--- src/sv/q8k_pkg.sv ---
// ----------------------------------------------------------------------------
// q8k_pkg
// Shared constants and controller/datapath interface types of the q8k block
// quantizer.
// ----------------------------------------------------------------------------
package q8k_pkg;

	localparam int BLOCK_LEN = 256;
	localparam int GROUP_LEN = 16;
	localparam int CNT_W     = $clog2(BLOCK_LEN);
	localparam int GRP_W     = $clog2(GROUP_LEN);

	localparam logic [7:0]  FP_EXP_MAX = 8'hFF;
	localparam logic [30:0] FP_INF_MAG = 31'h7F80_0000;

	// controller to datapath
	typedef struct packed {
		logic accept;      // sample transfer this cycle
		logic div_go;      // launch a division
		logic div_second;  // 1: d = 1/inv, 0: inv = -127/peak
		logic rd_go;       // read next stored sample into the code pipe
		logic blk_clear;   // block done: clear peak
	} dp_cmd_t;

	// datapath to controller
	typedef struct packed {
		logic last_sample; // write pointer at the final slot of a block
		logic div_done;
		logic rd_last;     // read pointer at the final slot
		logic blk_done;    // final result of the block is on the ports
	} dp_sts_t;

endpackage

--- src/sv/q8k_ctrl.sv ---
// ----------------------------------------------------------------------------
// q8k_ctrl
// Block sequencer: load samples, run the two scale divisions, stream the
// stored block through the code pipeline, wait for the final result.
// ----------------------------------------------------------------------------
module q8k_ctrl (
	input  logic             clk,
	input  logic             arst_n,
	input  logic             start,
	output logic             busy,
	output q8k_pkg::dp_cmd_t cmd,
	input  q8k_pkg::dp_sts_t sts
);
	import q8k_pkg::*;

	localparam logic [2:0] ST_LOAD  = 3'd0;
	localparam logic [2:0] ST_DIV1  = 3'd1;
	localparam logic [2:0] ST_WAIT1 = 3'd2;
	localparam logic [2:0] ST_DIV2  = 3'd3;
	localparam logic [2:0] ST_WAIT2 = 3'd4;
	localparam logic [2:0] ST_EMIT  = 3'd5;
	localparam logic [2:0] ST_DRAIN = 3'd6;

	logic [2:0] st_q;
	logic [2:0] st_nxt;

	always_comb begin
		cmd    = '0;
		st_nxt = st_q;
		case (st_q)
			ST_LOAD: begin
				cmd.accept = start;
				if (start && sts.last_sample)
					st_nxt = ST_DIV1;
			end
			ST_DIV1: begin
				cmd.div_go = 1'b1;
				st_nxt     = ST_WAIT1;
			end
			ST_WAIT1: begin
				if (sts.div_done)
					st_nxt = ST_DIV2;
			end
			ST_DIV2: begin
				cmd.div_go     = 1'b1;
				cmd.div_second = 1'b1;
				st_nxt         = ST_WAIT2;
			end
			ST_WAIT2: begin
				cmd.div_second = 1'b1;
				if (sts.div_done)
					st_nxt = ST_EMIT;
			end
			ST_EMIT: begin
				cmd.rd_go = 1'b1;
				if (sts.rd_last)
					st_nxt = ST_DRAIN;
			end
			ST_DRAIN: begin
				if (sts.blk_done) begin
					cmd.blk_clear = 1'b1;
					st_nxt        = ST_LOAD;
				end
			end
			default: st_nxt = ST_LOAD;
		endcase
	end

	always_ff @(posedge clk or negedge arst_n) begin
		if (!arst_n)
			st_q <= ST_LOAD;
		else
			st_q <= st_nxt;
	end

	assign busy = st_q != ST_LOAD;

endmodule

--- config.mk ---
export PLATFORM = sky130hd
export DESIGN_NAME = q8k_ctrl
export DESIGN_NICKNAME = d
export VERILOG_FILES = /design/src/sv/q8k_pkg.sv /design/src/sv/q8k_ctrl.sv
export SDC_FILE = /design/constraint.sdc
export NUM_CORES = 1
export LEC_CHECK = 0
export ABC_AREA = 1
export BUFFER_PORTS_ARGS = -buffer_cell sky130_fd_sc_hd__buf_2
export CAP_MARGIN = 20
export CORE_AREA = 2 2 39 41
export DETAILED_ROUTE_END_ITERATION = 6
export DIE_AREA = 0 0 41 43
export MAX_ROUTING_LAYER = met4
export PLACE_DENSITY = 0.52
export SKIP_LAST_GASP = 1
export SLEW_MARGIN = 5
export SYNTH_ARGS = -nofsm -noshare
export SYNTH_HDL_FRONTEND = slang
export SYNTH_SLANG_ARGS = --single-unit
export TNS_END_PERCENT = 1
--- constraint.sdc ---
create_clock -name clk -period 1.5 [get_ports clk]
set_clock_uncertainty 0.05 [all_clocks]
set_input_delay 0.45 -clock clk [delete_from_list [all_inputs] [get_ports clk]]
set_output_delay 0.45 -clock clk [all_outputs]
set_load 0.01 [all_outputs]
Yosys cells after proc, flatten, opt, wreduce, memory -nomap -nowiden
Cells that the tools add are included.

storage, ports and cells
  flip-flop bits (word level) = 3
  input bits = 7
  output and inout port bits = 6
  logic and storage cells = 30

cells by class
  equal/unequal tests = 11
  multiplexer cells = 12
  reductions and logical operators = 6

operators with widths
  cell                                                  number
  case mux 3 bit (7 select lines)                       1
  2-to-1 mux 3 bit                                      5
  != test 2 bit (second input constant)                 5
  equality test 3 bit (second input constant)           3
  equality test 3 x 2 -> 1 bit (second input constant)  2
  2-to-1 mux 1 bit                                      6
  AND reduction 5 bit                                   1
  OR reduction 2 bit                                    2
  equality test 3 x 1 -> 1 bit (second input constant)  1
  logical NOT 3 bit                                     1
  nonzero test 3 bit                                    1
  logical AND 1 bit                                     1

Depth between registers and ports, before layout
Gate-level depths: netlist of run 1.

  depth after elaboration = 3
  depth in mapped cells = 9
  gate-level depth less buffers = 9

Worst setup path before layout of run 1
No wires, ideal clock.

  path type = register to output
  start = register st_q[0]
  end = output cmd[4] (netlist name)
  arrival time = 0.884 ns
  required time = 1.000 ns
  path slack = 0.116 ns
  stages on the path, launching flop included = 4
  buffers on the path = 0
  path through = dfrtp_1 > nor2_1 > nand2_1 > nor2_1

RTL lines
  what                    RTL line        text
  from (decl)             q8k_ctrl.sv:24  logic [2:0] st_q;
  from (signal assigned)  q8k_ctrl.sv:73  st_q <= st_nxt;
  to (decl)               q8k_ctrl.sv:11  output q8k_pkg::dp_cmd_t cmd,

==> results of run 1 <==
==> area by class of cell <==
cell class / count / area share
Clock buffer: 4 / 0.06269
Inverter: 9 / 0.08060
Multi-Input combinational cell: 34 / 0.4000
Sequential cell: 3 / 0.1881
Tap cell: 16 / 0.04776
Timing Repair Buffer: 16 / 0.2209
==> logic make-up after synthesis <==
family	after synthesis
buf+inv	9
compound gates	3
flops	3
simple gates	31
==> through the flow <==
stage	utilization	total power, mW	setup WS (ps)
global route	0.3029	1.058	-195.6
detailed placement	0.2505	0.6986	38.69
global placement	0.2505	0.6987	68.19
CTS	0.3029	0.9503	-97.79
floorplan	-	0.5525	115.5
finish	0.3029	0.9420	-96.96
==> worst min-delay path: stages <==
cell	delay [ps]
buf_2	70
or2_1	150
o21ai_2	60
==> what timing repair did <==
item	4_1_cts	5_1_grt
resized for setup	8	0
pin swaps	1	1
setup buffers	3	0
endpoints found under the hold margin	3	0
hold buffers	1	0
endpoints found under the setup margin	6	6
==> routing by layer <==
metal / routed length [µm] / track usage
met1: 269 / 0.1100
met2: 347 / 0.1375
met3: 41 / 0.04712
met4: 0 / 0.06000
met5: 0 / -
==> how the worst min path moves through the flow <==
stage / to / slack, ps / cells past startpoint
final: st_q[0]$_DFFE_PN0P_ / 490 / 3
after global routing: st_q[0]$_DFFE_PN0P_ / 490 / 2
after CTS: st_q[0]$_DFFE_PN0P_ / 480 / 3
after detailed placement: st_q[2]$_DFFE_PN0P_ / 200 / 1
after global placement: st_q[2]$_DFFE_PN0P_ / 200 / 1
after floorplan: st_q[0]$_DFFE_PN0P_ / 100 / 0
==> report_power, final <==
| part | leakage, nW | total [mW] | switching [mW] | internal [mW] |
|---|---|---|---|---|
| sequential | 0.0332 | 0.220 | 0.0868 | 0.134 |
| combinational | 0.207 | 0.585 | 0.326 | 0.258 |
| clock | 0.0150 | 0.137 | 0.0376 | 0.0994 |
==> cell usage in the layout (no fill, tap or decap) <==
master | Yosys | layout
nor3_1 | 1 | 1
dlygate4sd3_1 | 0 | 1
nand2_1 | 16 | 15
inv_2 | 1 | 3
inv_1 | 8 | 6
nand3_1 | 4 | 4
nor2_4 | 0 | 1
buf_2 | 0 | 12
nand4_1 | 1 | 1
o21ai_2 | 1 | 1
nand3_2 | 1 | 1
dfrtp_2 | 0 | 3
clkbuf_1 | 0 | 1
nor2_1 | 5 | 4
or2_1 | 1 | 1
o21ai_0 | 1 | 1
a21oi_1 | 1 | 1
buf_4 | 0 | 3
clkbuf_4 | 0 | 3
nand2_2 | 2 | 3
==> results.json, run 1 <==
{
  "violations": "setup timing",
  "clk_pin_slew_worst_paths_ps": 30,
  "required_ps": 1000,
  "dieArea_um2": 1763,
  "slowest_stage": "dfrtp_2",
  "cts_buffer_depth": 2,
  "setup_slack_ps": -96.96,
  "synthArstFlopShare": 1.000,
  "worstSetupPathType": "reg2out",
  "slew_viol_final": 0,
  "synth_common_cells": "nand2_1 (16), inv_1 (8), nor2_1 (5), nand3_1 (4), dfrtp_1 (3)",
  "synth_area_leaders": "dfrtp_1 (28%), nand2_1 (23%), inv_1 (11%)",
  "die_x_um": 41,
  "largest_reg_flops": 3,
  "postRouteWirelength_um": 657,
  "wl_per_cell_um": 8.012,
  "grt_overflow": 0,
  "hold_viol": 0,
  "dp_hpwl_um": 531.1,
  "syn_area_um2": 266.5,
  "nets": 74,
  "yosysWarnings": 0,
  "final_layout_size_suffix_gt1_frac": 0.4545,
  "cp-end-kind": "output pin",
  "areaGrowthSynthToFinish_pct": 57.28,
  "worst-slew-pin-transition_ps": 149.5,
  "synth-compound-area-share": 0.07042,
  "crit_arrival_ps": 1100,
  "ir_drop_mv": 0.7398,
  "ys.flop_type": "dfrtp_1",
  "synthAdderAreaFrac": 0,
  "cts-buffers-inserted": 3,
  "leakage_nw": 0.2548,
  "netlist.top_cell.by_area": "dfrtp_1",
  "syn_nets": 53,
  "num_vias": 349,
  "regArea_um2": 78.83,
  "hold_slack_ps": 491.5,
  "grt_pass1_wl_um": 1104,
  "drt-initial-drc-count": 13,
  "power_density_nw_per_um2": 2247,
  "yosysSeqAreaShare": 0.2817,
  "vias_per_cell": 4.256,
  "multi_input_area_um2": 167.7,
  "outcome": "finished with violations",
  "hp-start": "sts[1]",
  "synth_xor_area_frac": 0,
  "top_register": "st_q",
  "synth_edf_count": 0,
  "fmax_ghz": 0.6262,
  "cts_root_buffer": "clkbuf_4",
  "grt_pass1_vias": 285,
  "die_h_um": 43,
  "crit_end": "cmd[4]",
  "fin_area_um2": 419.2,
  "drt-pass1-iter-count": 4,
  "rsz0062_at_grt": "true",
  "h-tree-depth": 1,
  "yosys.cell_types.count": 14,
  "placed_cell_area_um2": 346.6,
  "crit_path_start_kind": "flop",
  "hold_path.class": "in2reg",
  "cts.sinks": 3,
  "path_cells": "nor2_4 > nand2_1 > nor2_1 > buf_2",
  "rows": 14,
  "slowest_delay_ps": 450,
  "drc": 0,
  "cp_num_buf_inv": 1,
  "synth_simple_gate_area_frac": 0.5211,
  "portBuffers": 12,
  "reg2reg_to": "st_q[2]$_DFFE_PN0P_",
  "setup_tns_ps": -321.2,
  "finalCriticalPeriod_ps": 1597,
  "dp.cells": 74,
  "finalWeightedCongestion": 0.7644,
  "grt_max_degree": 8,
  "crit_start": "st_q[1]$_DFFE_PN0P_",
  "fin_cells": 82,
  "timing.rr.start": "st_q[1]$_DFFE_PN0P_",
  "track_usage": 0.09897,
  "core_region_area_um2": 1384,
  "antenna_found_initial": 0,
  "r2r_cells": 9,
  "crit_family": "flip-flops",
  "setup_viol": 6,
  "tritoncts": "done",
  "synth_largest_type_area_fraction": 0.2817,
  "clock_latency_ps": 230,
  "path_max_fanout": 6,
  "worstSetupPathDepth": 4,
  "ant_nets": 0,
  "diodes": 0,
  "synth_seq_cells": 3,
  "rrSetupSlack_ps": 180,
  "synth_cells": 46,
  "relSlewSlack": 0.9003,
  "muxShareOfSynthArea": 0,
  "nFillCells": 162,
  "cap_viol_max_count": 0,
  "final.period_utilization": 1.065,
  "syn_avg_cell_area_um2": 5.794,
  "top_regs": "st_q (3)",
  "ioPinCount": 13,
  "yosysMostFrequentCell": "nand2_1",
  "synth_top_family_by_area": "simple AND/OR/NAND/NOR gates",
  "initial_core_util": 0.1926
}
Note: power is estimated with default switching activity, not from simulation.
==> run 2: changes to the inputs <==
--- a/config.mk
+++ b/config.mk
@@ -12,7 +12,7 @@
 export DETAILED_ROUTE_END_ITERATION = 6
 export DIE_AREA = 0 0 41 43
 export MAX_ROUTING_LAYER = met4
-export PLACE_DENSITY = 0.52
+export PLACE_DENSITY_LB_ADDON = 0.1
 export SKIP_LAST_GASP = 1
 export SLEW_MARGIN = 5
 export SYNTH_ARGS = -nofsm -noshare
==> results.json, run 2 (same netlist as run 1, synthesis figures left out) <==
{
  "combinationalPowerShare": 0.659,
  "ir_drop_mv": 0.7323,
  "worst-slew-pin-transition_ps": 163.6,
  "largest_reg_flops": 3,
  "portBuffers": 12,
  "crit_path_start_kind": "flop",
  "seqPwrFrac": 0.206,
  "finalWeightedCongestion": 0.6658,
  "core_region_area_um2": 1384,
  "slew_viol_final": 0,
  "num_vias": 351,
  "drt-pass1-iter-count": 4,
  "cts.sinks": 3,
  "diodes": 0,
  "clock_latency_ps": 240,
  "worstSetupPathType": "reg2out",
  "cts_buffer_depth": 2,
  "grt_pass1_wl_um": 1041,
  "final.period_utilization": 1.070,
  "worstSetupPathDepth": 4,
  "setup_slack_ps": -105.6,
  "whs_path_depth": 3,
  "initial_core_util": 0.1926,
  "pwr-share-clk": 0.135,
  "fmax_ghz": 0.6228,
  "postRouteWirelength_um": 705,
  "switching_share": 0.4579,
  "cp-end-kind": "output pin",
  "setup_viol": 8,
  "outcome": "finished with violations",
  "areaGrowthSynthToFinish_pct": 74.65,
  "track_usage": 0.09288,
  "hold_viol": 0,
  "rsz0062_at_grt": "true",
  "dp.cells": 74,
  "top_regs": "st_q (3)",
  "grt_pass1_vias": 283,
  "cap_viol_max_count": 0,
  "h-tree-depth": 1,
  "fin_cells": 86,
  "tritoncts": "done",
  "final_cell_mix": "nand2_1 (12), buf_2 (12), inv_1 (6), nand2_2 (6), buf_4 (6)",
  "path_max_fanout": 6,
  "drt-initial-drc-count": 7,
  "path_cells": "nor2_4 > nand2_2 > nor2_1 > buf_2",
  "ioPinCount": 13,
  "crit_arrival_ps": 1110,
  "hold_slack_ps": 473.8,
  "cts_root_buffer": "clkbuf_4",
  "grt_overflow": 0,
  "p_sw_mw": 0.4885,
  "utilization": 0.3363,
  "vias_per_cell": 4.081,
  "p_total_mw": 1.067,
  "slowest_stage": "dfrtp_2",
  "leakage_nw": 0.2754,
  "relSlewSlack": 0.8909,
  "top_register": "st_q",
  "cts-buffers-inserted": 3,
  "finalCriticalPeriod_ps": 1606,
  "p_int_mw": 0.5783,
  "drc": 0,
  "clk_pin_slew_worst_paths_ps": 40,
  "nets": 78,
  "grt_max_degree": 7,
  "ant_nets": 0,
  "dp_hpwl_um": 552.1,
  "cp_num_buf_inv": 1,
  "final_layout_size_suffix_gt1_frac": 0.5429,
  "required_ps": 1000,
  "slowest_delay_ps": 460,
  "power_density_nw_per_um2": 2292,
  "die_h_um": 43,
  "wl_per_cell_um": 8.198,
  "hold_path.class": "in2reg",
  "r2r_cells": 10,
  "crit_family": "flip-flops",
  "violations": "setup timing",
  "rows": 14,
  "dieArea_um2": 1763,
  "antenna_found_initial": 0,
  "die_x_um": 41
}
[run 2: cell count changes in the layout (fill, tap and decap cells not counted), sizes merged]
cell	before	now
buf	15	19
[run 2: layout make-up]
class | count | area [µm²]
well taps | 16 | 20.02
clock buffers | 4 | 26.28
flip-flops and latches | 3 | 78.83
repair buffers | 20 | 126.4
inverters | 9 | 33.78
multi-input cells | 34 | 180.2
fillers | 159 | 918.4
[run 2: metal layers]
layer | track usage | vias to the layer above | part of all wire | routed length [µm]
li1 | - | 191 | - | -
met1 | 0.1071 | 146 | 0.44 | 311
met4 | 0.06000 | 0 | 0.024 | 17
met2 | 0.1313 | 12 | 0.47 | 328
met5 | - | - | 0 | 0
met3 | 0.03141 | 2 | 0.068 | 48
[run 2: metrics by stage]
stage | setup TNS (ps) | worst slack [ps] | cell area [µm²]
2_1_floorplan | 0 | 115.5 | 266.5
3_3_place_gp | 0 | 63.99 | 346.6
3_5_place_dp | 0 | 43.32 | 346.6
4_1_cts | -530.2 | -95.16 | 452.9
5_1_grt | -1154 | -162.3 | 465.4
6_report | -560.8 | -105.6 | 465.4
[run 2: worst reg2reg max path, cell delays in order, from the launching register on]
cell,delay [ps]
dfrtp_2,460
nor2_4,150
nand2_2,60
buf_4,120
buf_4,120
buf_4,130
nand2_2,60
nand2_2,70
nand2_2,60
buf_4,100
o21ai_2,40
[run 2: timing repair]
| item | 4_1_cts | 5_1_grt |
|---|---|---|
| endpoints found under the hold margin | 3 | 0 |
| hold buffers | 1 | 0 |
| pin swaps | 2 | 3 |
| resized for setup | 12 | 2 |
| setup endpoints to repair | 6 | 9 |
| buffers inserted | 6 | 1 |
[run 2: final timing paths]
path / from / end / slack, ps
setup / recovery: st_q[1]$_DFFE_PN0P_ / cmd[4] / -110
hold / removal: sts[1] / st_q[0]$_DFFE_PN0P_ / 470
setup reg to reg: st_q[1]$_DFFE_PN0P_ / st_q[0]$_DFFE_PN0P_ / -40
hold reg to reg: st_q[1]$_DFFE_PN0P_ / st_q[1]$_DFFE_PN0P_ / 540
max in group asynchronous: arst_n / st_q[2]$_DFFE_PN0P_ / 790
min in group asynchronous: arst_n / st_q[0]$_DFFE_PN0P_ / 490
[run 2: power groups by stage]
stage	Clock [mW]	Combinational, mW	Sequential, mW
finish	0.144	0.703	0.219
global route	0.156	0.799	0.225
CTS	0.149	0.673	0.215
detailed placement	0	0.504	0.196
global placement	0	0.525	0.197
floorplan	0	0.372	0.180
